<file path="src/hw/rtl/mft_pkg.sv">
// shared constants and types for the multi-turn angle tracker
package mft_pkg;

	localparam int ANGLE_W = 13;
	localparam int TURN_W  = 16;
	localparam int TOTAL_W = 29;
	localparam int WORD_W  = 16;
	localparam int TEMP_W  = 8;

	localparam logic [ANGLE_W-1:0] THRESHOLD_RESET = 13'd4915;
	localparam logic signed [TURN_W-1:0] TURN_MAX = 16'sh7FFF;
	localparam logic signed [TURN_W-1:0] TURN_MIN = 16'sh8000;

	// per-item output of the unwrap logic
	typedef struct packed {
		logic signed [TURN_W-1:0]  turn_count;
		logic signed [TOTAL_W-1:0] unwrapped_angle;
	} unwrap_res_t;

endpackage

</file>
<file path="src/hw/rtl/mft_unwrap.sv">
// turn counting state and unwrapped angle arithmetic
module mft_unwrap
	import mft_pkg::*;
(
	input  logic               clk,
	input  logic               arst_n,
	input  logic               advance,
	input  logic [ANGLE_W-1:0] angle,
	input  logic [ANGLE_W-1:0] thr,
	output unwrap_res_t        res
);

	logic                       seen_q;
	logic [ANGLE_W-1:0]         start_q;
	logic [ANGLE_W-1:0]         prev_q;
	logic signed [TURN_W-1:0]   turns_q;

	logic [ANGLE_W-1:0]         start_eff;
	logic [ANGLE_W-1:0]         prev_eff;
	logic signed [TURN_W-1:0]   turns_base;
	logic signed [ANGLE_W+1:0]  jump;
	logic signed [ANGLE_W+1:0]  thr_ext;
	logic                       up;
	logic                       down;
	logic signed [TURN_W-1:0]   turns_up;
	logic signed [TURN_W-1:0]   turns_new;
	logic signed [TOTAL_W-1:0]  turns_ext;
	logic signed [TOTAL_W-1:0]  total;

	// first frame takes its own angle as start and previous
	assign start_eff  = seen_q ? start_q : angle;
	assign prev_eff   = seen_q ? prev_q  : angle;
	assign turns_base = seen_q ? turns_q : '0;

	assign jump    = $signed({2'b00, angle}) - $signed({2'b00, prev_eff});
	assign thr_ext = $signed({2'b00, thr});
	assign up      = (jump + thr_ext) <= 0;
	assign down    = jump >= thr_ext;

	// up step first, then down step, each saturating
	assign turns_up  = (up && turns_base != TURN_MAX) ? turns_base + 16'sd1 : turns_base;
	assign turns_new = (down && turns_up != TURN_MIN) ? turns_up - 16'sd1 : turns_up;

	// turns * 8191 as turns * 8192 - turns
	assign turns_ext = TOTAL_W'(turns_new);
	assign total     = (turns_ext <<< ANGLE_W) - turns_ext
		+ $signed({{(TOTAL_W-ANGLE_W){1'b0}}, angle})
		- $signed({{(TOTAL_W-ANGLE_W){1'b0}}, start_eff});

	assign res.turn_count      = turns_new;
	assign res.unwrapped_angle = total;

	always_ff @(posedge clk or negedge arst_n) begin
		if (!arst_n) begin
			seen_q  <= 1'b0;
			start_q <= '0;
			prev_q  <= '0;
			turns_q <= '0;
		end else if (advance) begin
			seen_q  <= 1'b1;
			start_q <= start_eff;
			prev_q  <= angle;
			turns_q <= turns_new;
		end
	end

`ifndef SYNTH
	a_state_holds: assert property (@(posedge clk) disable iff (!arst_n)
		!advance |=> $stable(turns_q) && $stable(prev_q) && $stable(start_q))
		else $error("tracker state changed without an item");
	a_seen_sticky: assert property (@(posedge clk) disable iff (!arst_n)
		seen_q |=> seen_q && $stable(start_q))
		else $error("start angle changed after first frame");
	a_turn_step: assert property (@(posedge clk) disable iff (!arst_n)
		advance && seen_q |=> (turns_q - $past(turns_q)) <= 16'sd1
			&& (turns_q - $past(turns_q)) >= -16'sd1)
		else $error("turn count moved by more than one");
`endif

endmodule

</file>
<file path="src/hw/rtl/motor_feedback_multiturn_tracker.sv">
// top level of the multi-turn angle tracker for motor feedback frames
//
// usage notes
// - input channel: in_valid / in_stall carry one seven-byte feedback frame;
//   a transfer happens on a rising edge with in_valid high and in_stall low
// - output channel: out_valid / out_stall carry one result per frame: the
//   13-bit angle, raw speed, current and temperature, the saturating turn
//   count and the unwrapped angle
// - config channel: cfg_valid / cfg_ready write wrap_threshold; cfg_ready
//   is always high, write only while no frame is in flight
// - timing: the transfer edge loads the input register, and the frame moves
//   on into the result register, which drives out_valid, once it is free;
//   throughput one frame per cycle while the receiver does not stall, set by the single compare-and-add pass
// - the turn state updates as a frame moves into the result register, so
//   back-to-back frames see each other's effect in order
// - receiver stall: the result register holds, the input register fills,
//   then in_stall rises until the receiver takes the result
// - reset: threshold returns to 4915, the first frame after reset latches
//   the start angle and begins with zero turns
module motor_feedback_multiturn_tracker
	import mft_pkg::*;
(
	input  logic                       clk,
	input  logic                       arst_n,

	// config write
	input  logic                       cfg_valid,
	output logic                       cfg_ready,
	input  logic [ANGLE_W-1:0]         wrap_threshold,

	// input frame
	input  logic                       in_valid,
	output logic                       in_stall,
	input  logic [4:0]                 angle_high,
	input  logic [7:0]                 angle_low,
	input  logic [7:0]                 speed_high,
	input  logic [7:0]                 speed_low,
	input  logic [7:0]                 current_high,
	input  logic [7:0]                 current_low,
	input  logic [TEMP_W-1:0]          temperature_in,

	// result
	output logic                       out_valid,
	input  logic                       out_stall,
	output logic [ANGLE_W-1:0]         angle_counts,
	output logic signed [WORD_W-1:0]   speed_rpm,
	output logic signed [WORD_W-1:0]   current_raw,
	output logic [TEMP_W-1:0]          temperature_out,
	output logic signed [TURN_W-1:0]   turn_count,
	output logic signed [TOTAL_W-1:0]  unwrapped_angle
);

	// threshold register, always writable
	logic [ANGLE_W-1:0] thr_q;

	// input stage
	logic               v_s1;
	logic [ANGLE_W-1:0] angle_s1;
	logic [WORD_W-1:0]  speed_s1;
	logic [WORD_W-1:0]  current_s1;
	logic [TEMP_W-1:0]  temp_s1;

	// result stage
	logic                      v_s2;
	logic [ANGLE_W-1:0]        angle_s2;
	logic [WORD_W-1:0]         speed_s2;
	logic [WORD_W-1:0]         current_s2;
	logic [TEMP_W-1:0]         temp_s2;
	logic signed [TURN_W-1:0]  turns_s2;
	logic signed [TOTAL_W-1:0] total_s2;

	logic        out_free;
	logic        advance;
	logic        in_take;
	unwrap_res_t res;

	assign cfg_ready = 1'b1;

	// result register is free when empty or being taken this cycle
	assign out_free = !v_s2 || !out_stall;
	assign advance  = v_s1 && out_free;
	// input register can load when empty or draining into the result register
	assign in_stall = v_s1 && !out_free;
	assign in_take  = in_valid && !in_stall;

	always_ff @(posedge clk or negedge arst_n) begin
		if (!arst_n) begin
			thr_q <= THRESHOLD_RESET;
		end else if (cfg_valid && cfg_ready) begin
			thr_q <= wrap_threshold;
		end
	end

	always_ff @(posedge clk or negedge arst_n) begin
		if (!arst_n) begin
			v_s1 <= 1'b0;
		end else if (in_take) begin
			v_s1 <= 1'b1;
		end else if (advance) begin
			v_s1 <= 1'b0;
		end
	end

	// frame bytes are packed into words on capture
	always_ff @(posedge clk) begin
		if (in_take) begin
			angle_s1   <= {angle_high, angle_low};
			speed_s1   <= {speed_high, speed_low};
			current_s1 <= {current_high, current_low};
			temp_s1    <= temperature_in;
		end
	end

	mft_unwrap u_unwrap (
		.clk    (clk),
		.arst_n (arst_n),
		.advance(advance),
		.angle  (angle_s1),
		.thr    (thr_q),
		.res    (res)
	);

	always_ff @(posedge clk or negedge arst_n) begin
		if (!arst_n) begin
			v_s2 <= 1'b0;
		end else if (out_free) begin
			v_s2 <= v_s1;
		end
	end

	always_ff @(posedge clk) begin
		if (advance) begin
			angle_s2   <= angle_s1;
			speed_s2   <= speed_s1;
			current_s2 <= current_s1;
			temp_s2    <= temp_s1;
			turns_s2   <= res.turn_count;
			total_s2   <= res.unwrapped_angle;
		end
	end

	assign out_valid       = v_s2;
	assign angle_counts    = angle_s2;
	assign speed_rpm       = $signed(speed_s2);
	assign current_raw     = $signed(current_s2);
	assign temperature_out = temp_s2;
	assign turn_count      = turns_s2;
	assign unwrapped_angle = total_s2;

`ifndef SYNTH
	a_stall_needs_item: assert property (@(posedge clk) disable iff (!arst_n)
		in_stall |-> v_s1 && v_s2)
		else $error("input stalled with room in the pipeline");
	a_advance_fills_out: assert property (@(posedge clk) disable iff (!arst_n)
		advance |=> v_s2 && angle_s2 == $past(angle_s1))
		else $error("frame lost moving into the result register");
	a_stalled_out_holds: assert property (@(posedge clk) disable iff (!arst_n)
		out_valid && out_stall |=> out_valid && $stable(angle_counts)
			&& $stable(turn_count) && $stable(unwrapped_angle))
		else $error("stalled result changed");
`endif

endmodule
</file>
<file path="config.mk">
export PLATFORM = sky130hd
export DESIGN_NAME = motor_feedback_multiturn_tracker
export DESIGN_NICKNAME = d
export VERILOG_FILES = /design/src/hw/rtl/mft_pkg.sv /design/src/hw/rtl/mft_unwrap.sv /design/src/hw/rtl/motor_feedback_multiturn_tracker.sv
export SDC_FILE = /design/constraint.sdc
export NUM_CORES = 1
export LEC_CHECK = 0
export ABC_AREA = 0
export ABC_CLOCK_PERIOD_IN_PS = 17710
export BUFFER_PORTS_ARGS = -buffer_cell sky130_fd_sc_hd__buf_2
export CAP_MARGIN = 5
export CORE_MARGIN = 1.5
export CORE_UTILIZATION = 62
export CTS_CLUSTER_SIZE = 8
export DETAILED_ROUTE_END_ITERATION = 8
export PLACE_DENSITY = 0.91
export SYNTH_ARGS = -nofsm -noshare
export SYNTH_HDL_FRONTEND = slang
export SYNTH_HIERARCHICAL = 1
export SYNTH_SLANG_ARGS = --single-unit
</file>
<file path="constraint.sdc">
create_clock -name clk -period 17.71 [get_ports clk]
set_clock_uncertainty 0.1 [all_clocks]
set_input_delay 3.542 -clock clk [delete_from_list [all_inputs] [get_ports clk]]
set_output_delay 3.542 -clock clk [all_outputs]
set_load 0.02 [all_outputs]
</file>
Yosys cells after proc, flatten, opt, wreduce, memory -nomap -nowiden
Cells that the tools add are included.

cells by class
  mux-type cells = 7
  divide/modulo/power cells = 0
  equal/unequal tests = 2
  add/subtract/negate cells = 7
  bitwise gates (word level) = 0
  magnitude comparators = 2
  multipliers = 0
  reduce and logical (&&, ||, !) cells = 11
  shift operators = 0

operator list
  operator                                                          count
  two-way mux 16 bit                                                3
  less-or-equal comparator 32 x 1 -> 1 bit (second input constant)  1
  != test 16 bit (second input constant)                            2
  adder 29 x 14 -> 29 bit                                           1
  subtractor 29 x 14 -> 29 bit                                      1
  subtractor 29 x 16 -> 29 bit                                      1
  two-way mux 13 bit                                                2
  adder 16 x 2 -> 16 bit (second input constant)                    1
  subtractor 16 x 2 -> 16 bit (second input constant)               1
  adder 14 x 14 -> 15 bit                                           1
  greater-or-equal comparator 14 bit                                1
  subtractor 13 x 13 -> 14 bit                                      1
  logical AND 1 bit                                                 5
  logical NOT 1 bit                                                 4
  two-way mux 1 bit                                                 2
  nonzero test 2 bit                                                1
  logical OR 1 bit                                                  1

storage, ports and cells
  bits in writable memories = 0
  logic and storage cells = 46
  latch bits = 0
  input port bits = 71
  memories kept = 0
  flip-flop bits (word level) = 209
  ROM bits = 0
  output and inout port bits = 101

Depth between registers and ports, before layout
Gate-level depths: netlist of the first run.

  word-level depth = 12
  gate-level depth with buffers = 57
  depth with buffers taken out = 49

Cells and area by module
Netlist of the first run, hierarchy kept.

modules (own cells, without submodules)
  module                            instances  cells an instance  seq. area each (um^2)  area an instance (um^2)
  mft_unwrap                        1          810                1076.0                 6486.2
  motor_feedback_multiturn_tracker  1          188                4918.5                 5161.2

Worst setup path before layout of the first run
No wires, ideal clock.

  path kind = input -> register
  start point = in out_stall
  end point = reg u_unwrap.start_q[2]
  arrival = 11.793 ns
  path buffers = 3
  slack = 5.680 ns
  stages = 5
  data required time = 17.473 ns
  library setup time = 0.137 ns
  path through = a21boi_0 > clkbuf_1 > clkbuf_1 > clkbuf_1 > a21oi_1

on the way
  cells in the longest elaborated chain, start to end = 3

RTL lines
  item                  RTL line                                source
  from (decl)           motor_feedback_multiturn_tracker.sv:44  input logic out_stall,
  logical NOT 1 bit     motor_feedback_multiturn_tracker.sv:80  assign out_free = !v_s2 || !out_stall;
  logical OR 1 bit      motor_feedback_multiturn_tracker.sv:80
  logical AND 1 bit     motor_feedback_multiturn_tracker.sv:81  assign advance = v_s1 && out_free;
  to (signal assigned)  mft_unwrap.sv:61                        start_q <= start_eff;
  to (decl)             mft_unwrap.sv:14                        logic [ANGLE_W-1:0] start_q;

Every way passes these cells.
A chain may end at the register's enable or synchronous reset.

==> results.yml, run 1 <==
power_and_ir_drop:
  switching_share_pct: 43.3
  p_int_mw: 1.56
  power_frac_seq_pct: 27.2
  clockPowerShare_pct: 19.2
  combPwrFrac_pct: 53.6
  ir_drop_v: 0.000136
  p_sw_mw: 1.19
  powerDensity_nw_per_um2: 202
  leakagePower_nw: 5.72
grt:
  antenna_found_initial: 2
  grt_pass1_vias: 9116
  grt_use_total_pct: 31.2
  grt_pass1_wl_mm: 48.0
  grt_overflow: 0
  grt_max_degree: 78
routing:
  drt_pass1_iterations: 8
  wl_mm: 30.8
  drc: 0
  drtIter0Drc: 991
  vias: 9061
  detail-route-antenna-nets: 0
  wl_per_cell_um: 21.5
  via_per_inst: 6.32
worst_setup_path:
  cp-start-kind: "flop"
  end_kind: "flop"
  cp.arrival_ns: 13.74
  max_stage_delay_ns: 0.93
  worstPathMaxFanout: 41
  cp.required_ns: 17.89
  cp_slowest_cell: "a2111oi_0"
  cp_common_cell: "a21oi_1"
  worstSetupPathType: "reg -> reg"
yosys:
  synth-edff-count: 151
  syn-num-nets: 1166
  synth-seq-cells: 209
  ys_async_sr_fraction_pct: 27.8
  syn-instance-count: 998
  synth.distinct_cells: 79
  synth_warnings: 6
  synthFlopType: "edfxtp_1"
  syn-cell-area_um2: 11600
  ys_seq_area_share_pct: 51.5
  avgSynthCellArea_um2: 11.7
sta:
  tightest_slew_ns: 1.01
  hold_viol: 0
  setup_violations: 0
  min_period_ns: 13.56
  period_share_pct: 76.6
  max_freq_ghz: 0.0737
  rsz0062_at_grt: "false"
  holdWs_ns: 0.313
  slew_headroom_pct: 30.9
  drv_slew: 0
  fin_setup_tns_ns: 0
die:
  die_area_um2: 19600
  rows: 49
  initial_core_util_pct: 64.0
  ios: 172
  die_h_um: 140
  design.core.area_um2: 18200
  die-width_um: 140
cells_and_area:
  area_growth_pct: 16.9
  finish.utilization_pct: 74.8
  layout.nets: 1348
  fillers: 1075
  drive_gt1_share_pct: 23.6
  final_cell_area_um2: 13600
  stdcell_count: 1434
clocking:
  cts_post_setup_buffers_inserted: 0
  clk_latency_ns: 0.56
  clock_path_buffers: 3
  cts_resized: 0
  ctsHtreeMaxLevel: 1
  cts_inserted_buffers: 30
  clockRootBuffer: "clkbuf_16"
  hold_buffers: 0
  cts_sinks: 209
  tritoncts: "yes"
  cts.clk_slew.worst_paths_ns: 0.06
placement:
  dp_cells: 1377
  gp_congestion: 0.965
  port_buffers: 170
  hpwl_mm: 19.5
  dpl_cell_area_um2: 12700
min_path:
  hold_class: "reg -> reg"
status:
  status: "complete, no violations"
run:
  maxCapViolCount: 0
-- routing by layer --
layer / track usage (%) / routed length (µm) / up-vias
li1: - / - / 3966
met1: 35.4 / 10900 / 4364
met2: 54.6 / 15500 / 588
met3: 6.80 / 2620 / 143
met4: 17.4 / 1790 / 0
met5: 1.50 / 0 / -
-- critical path, delay by kind of cell (launching register included) --
family | cells | cell delay, ns
flip-flops | 1 | 0.65
XOR/XNOR | 4 | 0.96
adder cells (fa/ha/maj) | 6 | 2.22
buffers and inverters | 5 | 0.84
AND/OR/NAND/NOR | 9 | 1.84
AO/OA/AOI/OAI | 21 | 6.35
multiplexers | 1 | 0.35
-- cell type report --
| class | count | area, µm² | area share, % |
|---|---|---|---|
| repair buffers | 176 | 896 | 6.58 |
| flip-flops and latches | 209 | 6000 | 44.0 |
| inverters | 85 | 319 | 2.34 |
| well taps | 229 | 287 | 2.10 |
| multi-input cells | 678 | 5230 | 38.4 |
| clock buffers | 54 | 841 | 6.18 |
| clock inverters | 2 | 38.8 | 0.285 |
| diodes | 1 | 2.50 | 0.0184 |
-- path summary, 6_finish.rpt --
check | startpoint | endpoint | slack [ns] | cells past startpoint
setup / recovery | u_unwrap/seen_q | unwrapped_angle[28] | 4.15 | 46
hold / removal | speed_s1[10] | speed_rpm[10] | 0.31 | 0
setup reg to reg | u_unwrap/seen_q | unwrapped_angle[28] | 4.15 | 46
hold reg to reg | speed_s1[10] | speed_rpm[10] | 0.31 | 0
max in group asynchronous | arst_n | u_unwrap/seen_q | 13.85 | 2
min in group asynchronous | arst_n | u_unwrap/prev_q[4] | 3.06 | 2
-- placed cells by master, fill, tap and decap left out, types with 27 or more instances in the layout --
cell / instances
edfxtp_1: 151
mux2_2: 32
clkbuf_16: 30
buf_2: 170
nor2_1: 70
nand2_1: 48
nand2b_1: 27
o21ai_0: 31
inv_1: 85
ha_1: 86
dfrtp_1: 50
a21oi_1: 73
xnor2_1: 42
-- synth_stat cells (all sizes together), types with 4 or more instances --
cell type | n | area, µm²
nand4 | 8 | 50.1
inv | 85 | 319
o21ai | 31 | 155
and2 | 5 | 31.3
or3b | 4 | 35.0
a21oi | 74 | 374
o21bai | 4 | 30.0
a31oi | 12 | 75.1
mux2i | 8 | 80.1
dfstp | 7 | 184
fa | 11 | 220
a211oi | 5 | 50.1
dfrtp | 51 | 1280
or3 | 5 | 31.3
ha | 86 | 1080
buf | 8 | 46.3
mux2 | 42 | 510
xnor2 | 43 | 384
o211ai | 4 | 30.0
nor3 | 14 | 75.1
and3 | 6 | 37.5
clkbuf | 18 | 67.6
nor2 | 70 | 263
o31a | 5 | 43.8
a21o | 18 | 135
nand3 | 16 | 80.1
or2 | 7 | 43.8
edfxtp | 151 | 4530
nor4 | 11 | 90.1
o31ai | 7 | 52.6
nand2 | 48 | 180
xor2 | 26 | 235
nand2b | 27 | 169
o21a | 16 | 120
nor2b | 22 | 138
-- registers in the layout, indices dropped and copies added, names as in the netlist --
| register | count |
|---|---|
| turn_count | 16 |
| v_s1 | 1 |
| speed_s1 | 16 |
| angle_counts | 13 |
| out_valid | 1 |
| unwrapped_angle | 29 |
| thr_q | 13 |
| current_raw | 16 |
| angle_s1 | 13 |
| current_s1 | 16 |
| temp_s1 | 8 |
| u_unwrap/prev_q | 13 |
| u_unwrap/start_q | 13 |
| speed_rpm | 16 |
| u_unwrap/seen_q | 1 |
| u_unwrap/turns_q | 16 |
| temperature_out | 8 |
-- power groups by stage --
stage	combinational [mW]	clock, mW	sequential [mW]
after floorplan	0.931	0	0.809
after global placement	1.27	0	0.740
after detailed placement	1.34	0	0.747
after CTS	1.43	0.533	0.744
after global routing	1.57	0.553	0.755
final	1.47	0.527	0.747
-- through the flow --
step                total power, mW  setup slack, ns
floorplan                      1.74             5.68
finish                         2.75             4.15
global placement               2.01             5.74
CTS                            2.70             4.72
detailed placement             2.08             5.11
global route                   2.88             3.33
-- kinds of logic after synthesis --
kind of cell               after synthesis  synth area share (%)
muxes                                   50                  5.07
AOI/OAI and AO/OA                      206                  11.7
adders and majority gates               97                  11.1
buffers and inverters                  111                  3.72
xor gates and xnor gates                69                  5.32
other                                    1                0.0322
and+or+nand+nor                        255                  11.6
DFF                                    209                  51.5
Note: power is estimated with default switching activity, not from simulation.
==> run 2, diff against run 1 <==
ABC_CLOCK_PERIOD_IN_PS = 10900   (was 17710)
CORE_UTILIZATION = 52   (was 62)
PLACE_DENSITY = 0.82   (was 0.91)
clock period = 10.9 ns   (was 17.71 ns; I/O delays follow)
==> run 2 against run 1 <==
- register-to-register slack worse by 3.6 ns
- die area increased by 19%
- total power is 63% higher
- global-route usage is 8.6 points lower
- combinational power increased by 65%
- final cell count rose by 5.9%
- count of clock-buffer cells in the layout stayed put
- maximum frequency increased by 31%
- routed wire length fell by 14%
- critical path type unchanged
- largest cell class unchanged
- largest power group unchanged
==> results.yml, run 2 (synthesized netlist as in run 1, its figures left out) <==
die:
  ios: 172
  rows: 54
  die-width_um: 153
  initial_core_util_pct: 53.2
  design.core.area_um2: 21900
  die_area_um2: 23300
  die_h_um: 153
grt:
  grt_max_degree: 150
  grt_pass1_wl_mm: 42.8
  grt_use_total_pct: 22.5
  grt_overflow: 0
  grt_pass1_vias: 8521
  antenna_found_initial: 0
placement:
  gp_congestion: 0.911
  port_buffers: 170
  hpwl_mm: 19.0
cells_and_area:
  layout.nets: 1382
  drive_gt1_share_pct: 27.9
  area_growth_pct: 21.3
  layout_common_cells: "buf_2, edfxtp_1, inv_1, ha_1, nor2_1"
  largest_register_ffs: 29
  antenna_cells: 0
  final_common_cell: "buf_2"
sta:
  slew_headroom_pct: 42.1
  tightest_slew_ns: 0.866
  holdWs_ns: 0.311
  min_period_ns: 10.34
  max_freq_ghz: 0.0967
  hold_viol: 0
  period_share_pct: 94.9
  drv_slew: 0
  setup_violations: 0
clocking:
  clock_path_buffers: 3
  hold_buffers: 0
  tritoncts: "yes"
  clk_latency_ns: 0.55
  cts.clk_slew.worst_paths_ns: 0.05
  ctsHtreeMaxLevel: 1
  clockRootBuffer: "clkbuf_16"
  cts_inserted_buffers: 30
  cts_sinks: 209
run:
  maxCapViolCount: 0
power_and_ir_drop:
  finalPower_mw: 4.49
  p_sw_mw: 1.82
  clockPowerShare_pct: 19.1
  ir_drop_v: 0.000180
  power_frac_seq_pct: 26.7
  combPwrFrac_pct: 54.2
  leakagePower_nw: 5.94
  powerDensity_nw_per_um2: 318
  p_int_mw: 2.67
  switching_share_pct: 40.6
routing:
  drt_pass1_iterations: 5
  drtIter0Drc: 604
  vias: 8379
  via_per_inst: 5.52
  detail-route-antenna-nets: 0
  wl_per_cell_um: 17.4
  drc: 0
  wl_mm: 26.4
worst_setup_path:
  worstSetupPathType: "reg -> reg"
  timing.critical_path.max_delay_family: "compound AO/OA/AOI/OAI gates"
  r2r-start: "u_unwrap/seen_q"
  cp.depth: 49
  worstPathMaxFanout: 8
  r2r_slack_ns: 0.56
  cp_common_cell: "a21oi_2"
  cp.arrival_ns: 10.53
  cp_slowest_cell: "fa_1"
  max_stage_delay_ns: 0.53
  cp-startpoint: "u_unwrap/seen_q"
  rr_worst_depth: 49
  cp-start-kind: "flop"
  path_buf_inv: 3
  cp.required_ns: 11.09
  end_kind: "flop"
status:
  status: "complete, no violations"
min_path:
  holdPathStages: 0
  hold_start: "current_s1[0]"
  hold_class: "reg -> reg"
## run 2: cell count changes in the layout (fill, tap and decap cells not counted), sizes merged
cell | before | now
buf | 176 | 210
diode | 1 | 0
## run 2: final timing paths
path                                        end
max                         unwrapped_angle[28]
min                              current_raw[0]
max reg2reg                 unwrapped_angle[28]
min reg2reg                      current_raw[0]
max in group asynchronous       u_unwrap/seen_q
min in group asynchronous  u_unwrap/turns_q[14]
## run 2: worst register-to-register path: cells and delay by family (launching register included)
kind / cells / cell delay, ns
buffers and inverters: 3 / 0.28
AND/OR/NAND/NOR: 8 / 1.14
AO/OA/AOI/OAI: 29 / 5.61
flip-flops: 1 / 0.45
XOR/XNOR: 3 / 0.49
adder cells (fa/ha/maj): 6 / 2.02
## run 2: what timing repair did
action	4_1_cts	5_1_grt
endpoints found under the setup margin	2	14
buffers inserted	1	14
gates resized for setup	2	27
pin swaps	1	20
## run 2: area by class of cell
cell class              instances  area, µm²
clock inverters                 2       33.8
well taps                     280        350
multi-input cells             678       5410
fillers                      1708       7760
clock buffers                  54        861
inverters                      85        319
repair buffers                210       1160
flip-flops and latches        209       6000
## run 2: layer usage
metal	routed length [µm]	global-route usage (%)	part of all wire (%)	vias to the layer above
li1	-	-	-	4039
met1	10900	28.1	41	4044
met2	13100	39.2	50	249
met3	1710	5.63	6.5	47
met4	634	5.82	2.4	0
met5	0	0	0	-
## run 2: through the flow
step / TNS, ns / instance area, µm² / util, % / cells / setup slack, ns
floorplan: -0.0348 / 11700 / - / 998 / -0.0348
global placement: 0 / 13000 / 59.3 / 1447 / 0.382
detailed placement: -0.0527 / 13000 / 59.3 / 1447 / -0.0271
CTS: 0 / 13900 / 63.5 / 1504 / 0.0415
global route: -0.326 / 14100 / 64.6 / 1518 / -0.123
finish: 0 / 14100 / 64.6 / 1518 / 0.561
## run 2: power groups by stage
stage | Combinational (mW) | Clock (mW) | Sequential (mW)
floorplan | 1.54 | 0 | 1.31
global placement | 2.19 | 0 | 1.21
detailed placement | 2.24 | 0 | 1.21
CTS | 2.28 | 0.878 | 1.20
global route | 2.68 | 0.915 | 1.22
finish | 2.43 | 0.859 | 1.20
==> run 3, diff against run 2 <==
CORE_ASPECT_RATIO = 0.5   (was unset)
==> run 3 against run 2 <==
- utilization rose by 0.28 points
- first-iteration DRC count fell by 21%
- sequential share of layout area fell by 0.052 points
- final area rose by 0.12%
- largest cell class unchanged
==> results.yml, run 3 (synthesized netlist as in run 1, its figures left out) <==
status:
  status: "complete, no violations"
sta:
  fin_setup_tns_ns: 0
  min_period_ns: 10.39
  tightest_slew_ns: 0.887
  hold_viol: 0
  max_freq_ghz: 0.0962
  setup_violations: 0
  slew_headroom_pct: 40.9
  drv_slew: 0
  period_share_pct: 95.4
clocking:
  hold_buffers: 0
  tritoncts: "yes"
  cts.clk_slew.worst_paths_ns: 0.06
  clk_latency_ns: 0.57
  cts_sinks: 209
  clock_path_buffers: 3
  clockRootBuffer: "clkbuf_16"
  ctsHtreeMaxLevel: 1
  cts_inserted_buffers: 30
routing:
  wl_met2_mm: 12.9
  detail-route-antenna-nets: 0
  wl_mm: 27.2
  top_layer: "met4"
  drtIter0Drc: 475
  via_per_inst: 5.48
  drt_pass1_iterations: 5
  wirelength_met1_mm: 12.0
  drc: 0
  wl_per_cell_um: 17.6
  met3WireLength_mm: 1.91
  vias: 8453
worst_setup_path:
  cp-start-kind: "flop"
  r2r_end: "unwrapped_angle[27]"
  rr_worst_depth: 48
  max_stage_delay_ns: 0.56
  r2r-start: "u_unwrap/seen_q"
  worstSetupPathType: "reg -> reg"
  worstPathMaxFanout: 7
  cp_slowest_cell: "or4_4"
  end_kind: "flop"
  cp.arrival_ns: 10.60
  cp_common_cell: "a21oi_2"
  r2r_slack_ns: 0.51
  cp.required_ns: 11.11
cells_and_area:
  layout.nets: 1387
  final_common_cell: "buf_2"
  largest_register_ffs: 29
  finish.utilization_pct: 64.8
  drive_gt1_share_pct: 28.0
  antenna_cells: 0
  final_cell_area_um2: 14200
  area_growth_pct: 21.5
  stdcell_count: 1543
  layout_common_cells: "buf_2, edfxtp_1, inv_1, ha_1, nor2_1"
placement:
  dpl_cell_area_um2: 13000
  dp_cells: 1473
  gp_congestion: 0.878
  port_buffers: 170
  hpwl_mm: 19.4
die:
  die_h_um: 109
  initial_core_util_pct: 53.4
  ios: 172
  die-width_um: 215
  rows: 38
  design.core.area_um2: 21800
  die_area_um2: 23400
power_and_ir_drop:
  powerDensity_nw_per_um2: 316
  finalPower_mw: 4.47
  ir_drop_v: 0.000185
  leakagePower_nw: 5.94
grt:
  antenna_found_initial: 1
  grt_pass1_vias: 8305
  grt_use_total_pct: 22.9
  grt_max_degree: 74
  grt_pass1_wl_mm: 42.4
  grt_overflow: 0
min_path:
  hold_class: "reg -> reg"
  hold_start: "speed_s1[7]"
  holdPathEnd: "speed_rpm[7]"
  holdPathStages: 0
run:
  maxCapViolCount: 0
==> run 3: worst max-delay path: cells and delay by family, from the launching register on <==
kind                       cells  cell delay (ns)
and+or+nand+nor                9             1.63
xor gates and xnor gates       3             0.44
adders and majority gates      5             1.70
AOI/OAI and AO/OA             26             5.11
buffers and inverters          5             0.70
DFF                            1             0.44
==> run 3: repair_timing <==
| item | 4_1_cts | 5_1_grt |
|---|---|---|
| pin swaps | 1 | 15 |
| setup buffers | 0 | 13 |
| gates cloned | 0 | 1 |
| setup endpoints to repair | 3 | 14 |
| endpoints found under the hold margin | 0 | 0 |
| resized for setup | 2 | 25 |
==> run 3: metal layers <==
layer  up-vias  track usage [%]
met2       244             38.3
met1      4116             30.1
met4         0             6.29
met3        36             5.75
li1       4057                -
met5         -                0
==> run 3: worst max path at each step <==
stage	startpoint	to	slack, ns	cells after the start
final	u_unwrap/seen_q	unwrapped_angle[27]	0.51	48
after global routing	u_unwrap/seen_q	unwrapped_angle[22]	-0.03	49
after CTS	u_unwrap/seen_q	unwrapped_angle[28]	0.007	47
after global placement	u_unwrap/seen_q	unwrapped_angle[22]	0.26	47
after detailed placement	u_unwrap/seen_q	unwrapped_angle[28]	-0.04	48
after floorplan	u_unwrap/seen_q	unwrapped_angle[22]	-0.03	53
==> run 3: area by class of cell <==
class | instances | area, µm²
Inverter | 85 | 319
Fill cell | 1630 | 7670
Clock buffer | 54 | 841
Sequential cell | 209 | 6000
Clock inverter | 2 | 38.8
Tap cell | 300 | 375
Multi-Input combinational cell | 679 | 5400
Timing Repair Buffer | 214 | 1180
==> run 3: through the flow <==
step / setup slack, ns / hold WS [ns]
floorplan: -0.0348 / 0.300
global placement: 0.257 / 0.300
detailed placement: -0.0420 / 0.305
CTS: 0.00714 / 0.308
global route: -0.0349 / 0.317
finish: 0.506 / 0.308
==> run 3: report_power, final <==
| part | internal (mW) | leakage, nW | switching (mW) |
|---|---|---|---|
| combinational | 1.01 | 3.43 | 1.40 |
| clock | 0.516 | 0.414 | 0.344 |
| sequential | 1.12 | 2.10 | 0.0785 |
| total | 2.64 | 5.94 | 1.82 |
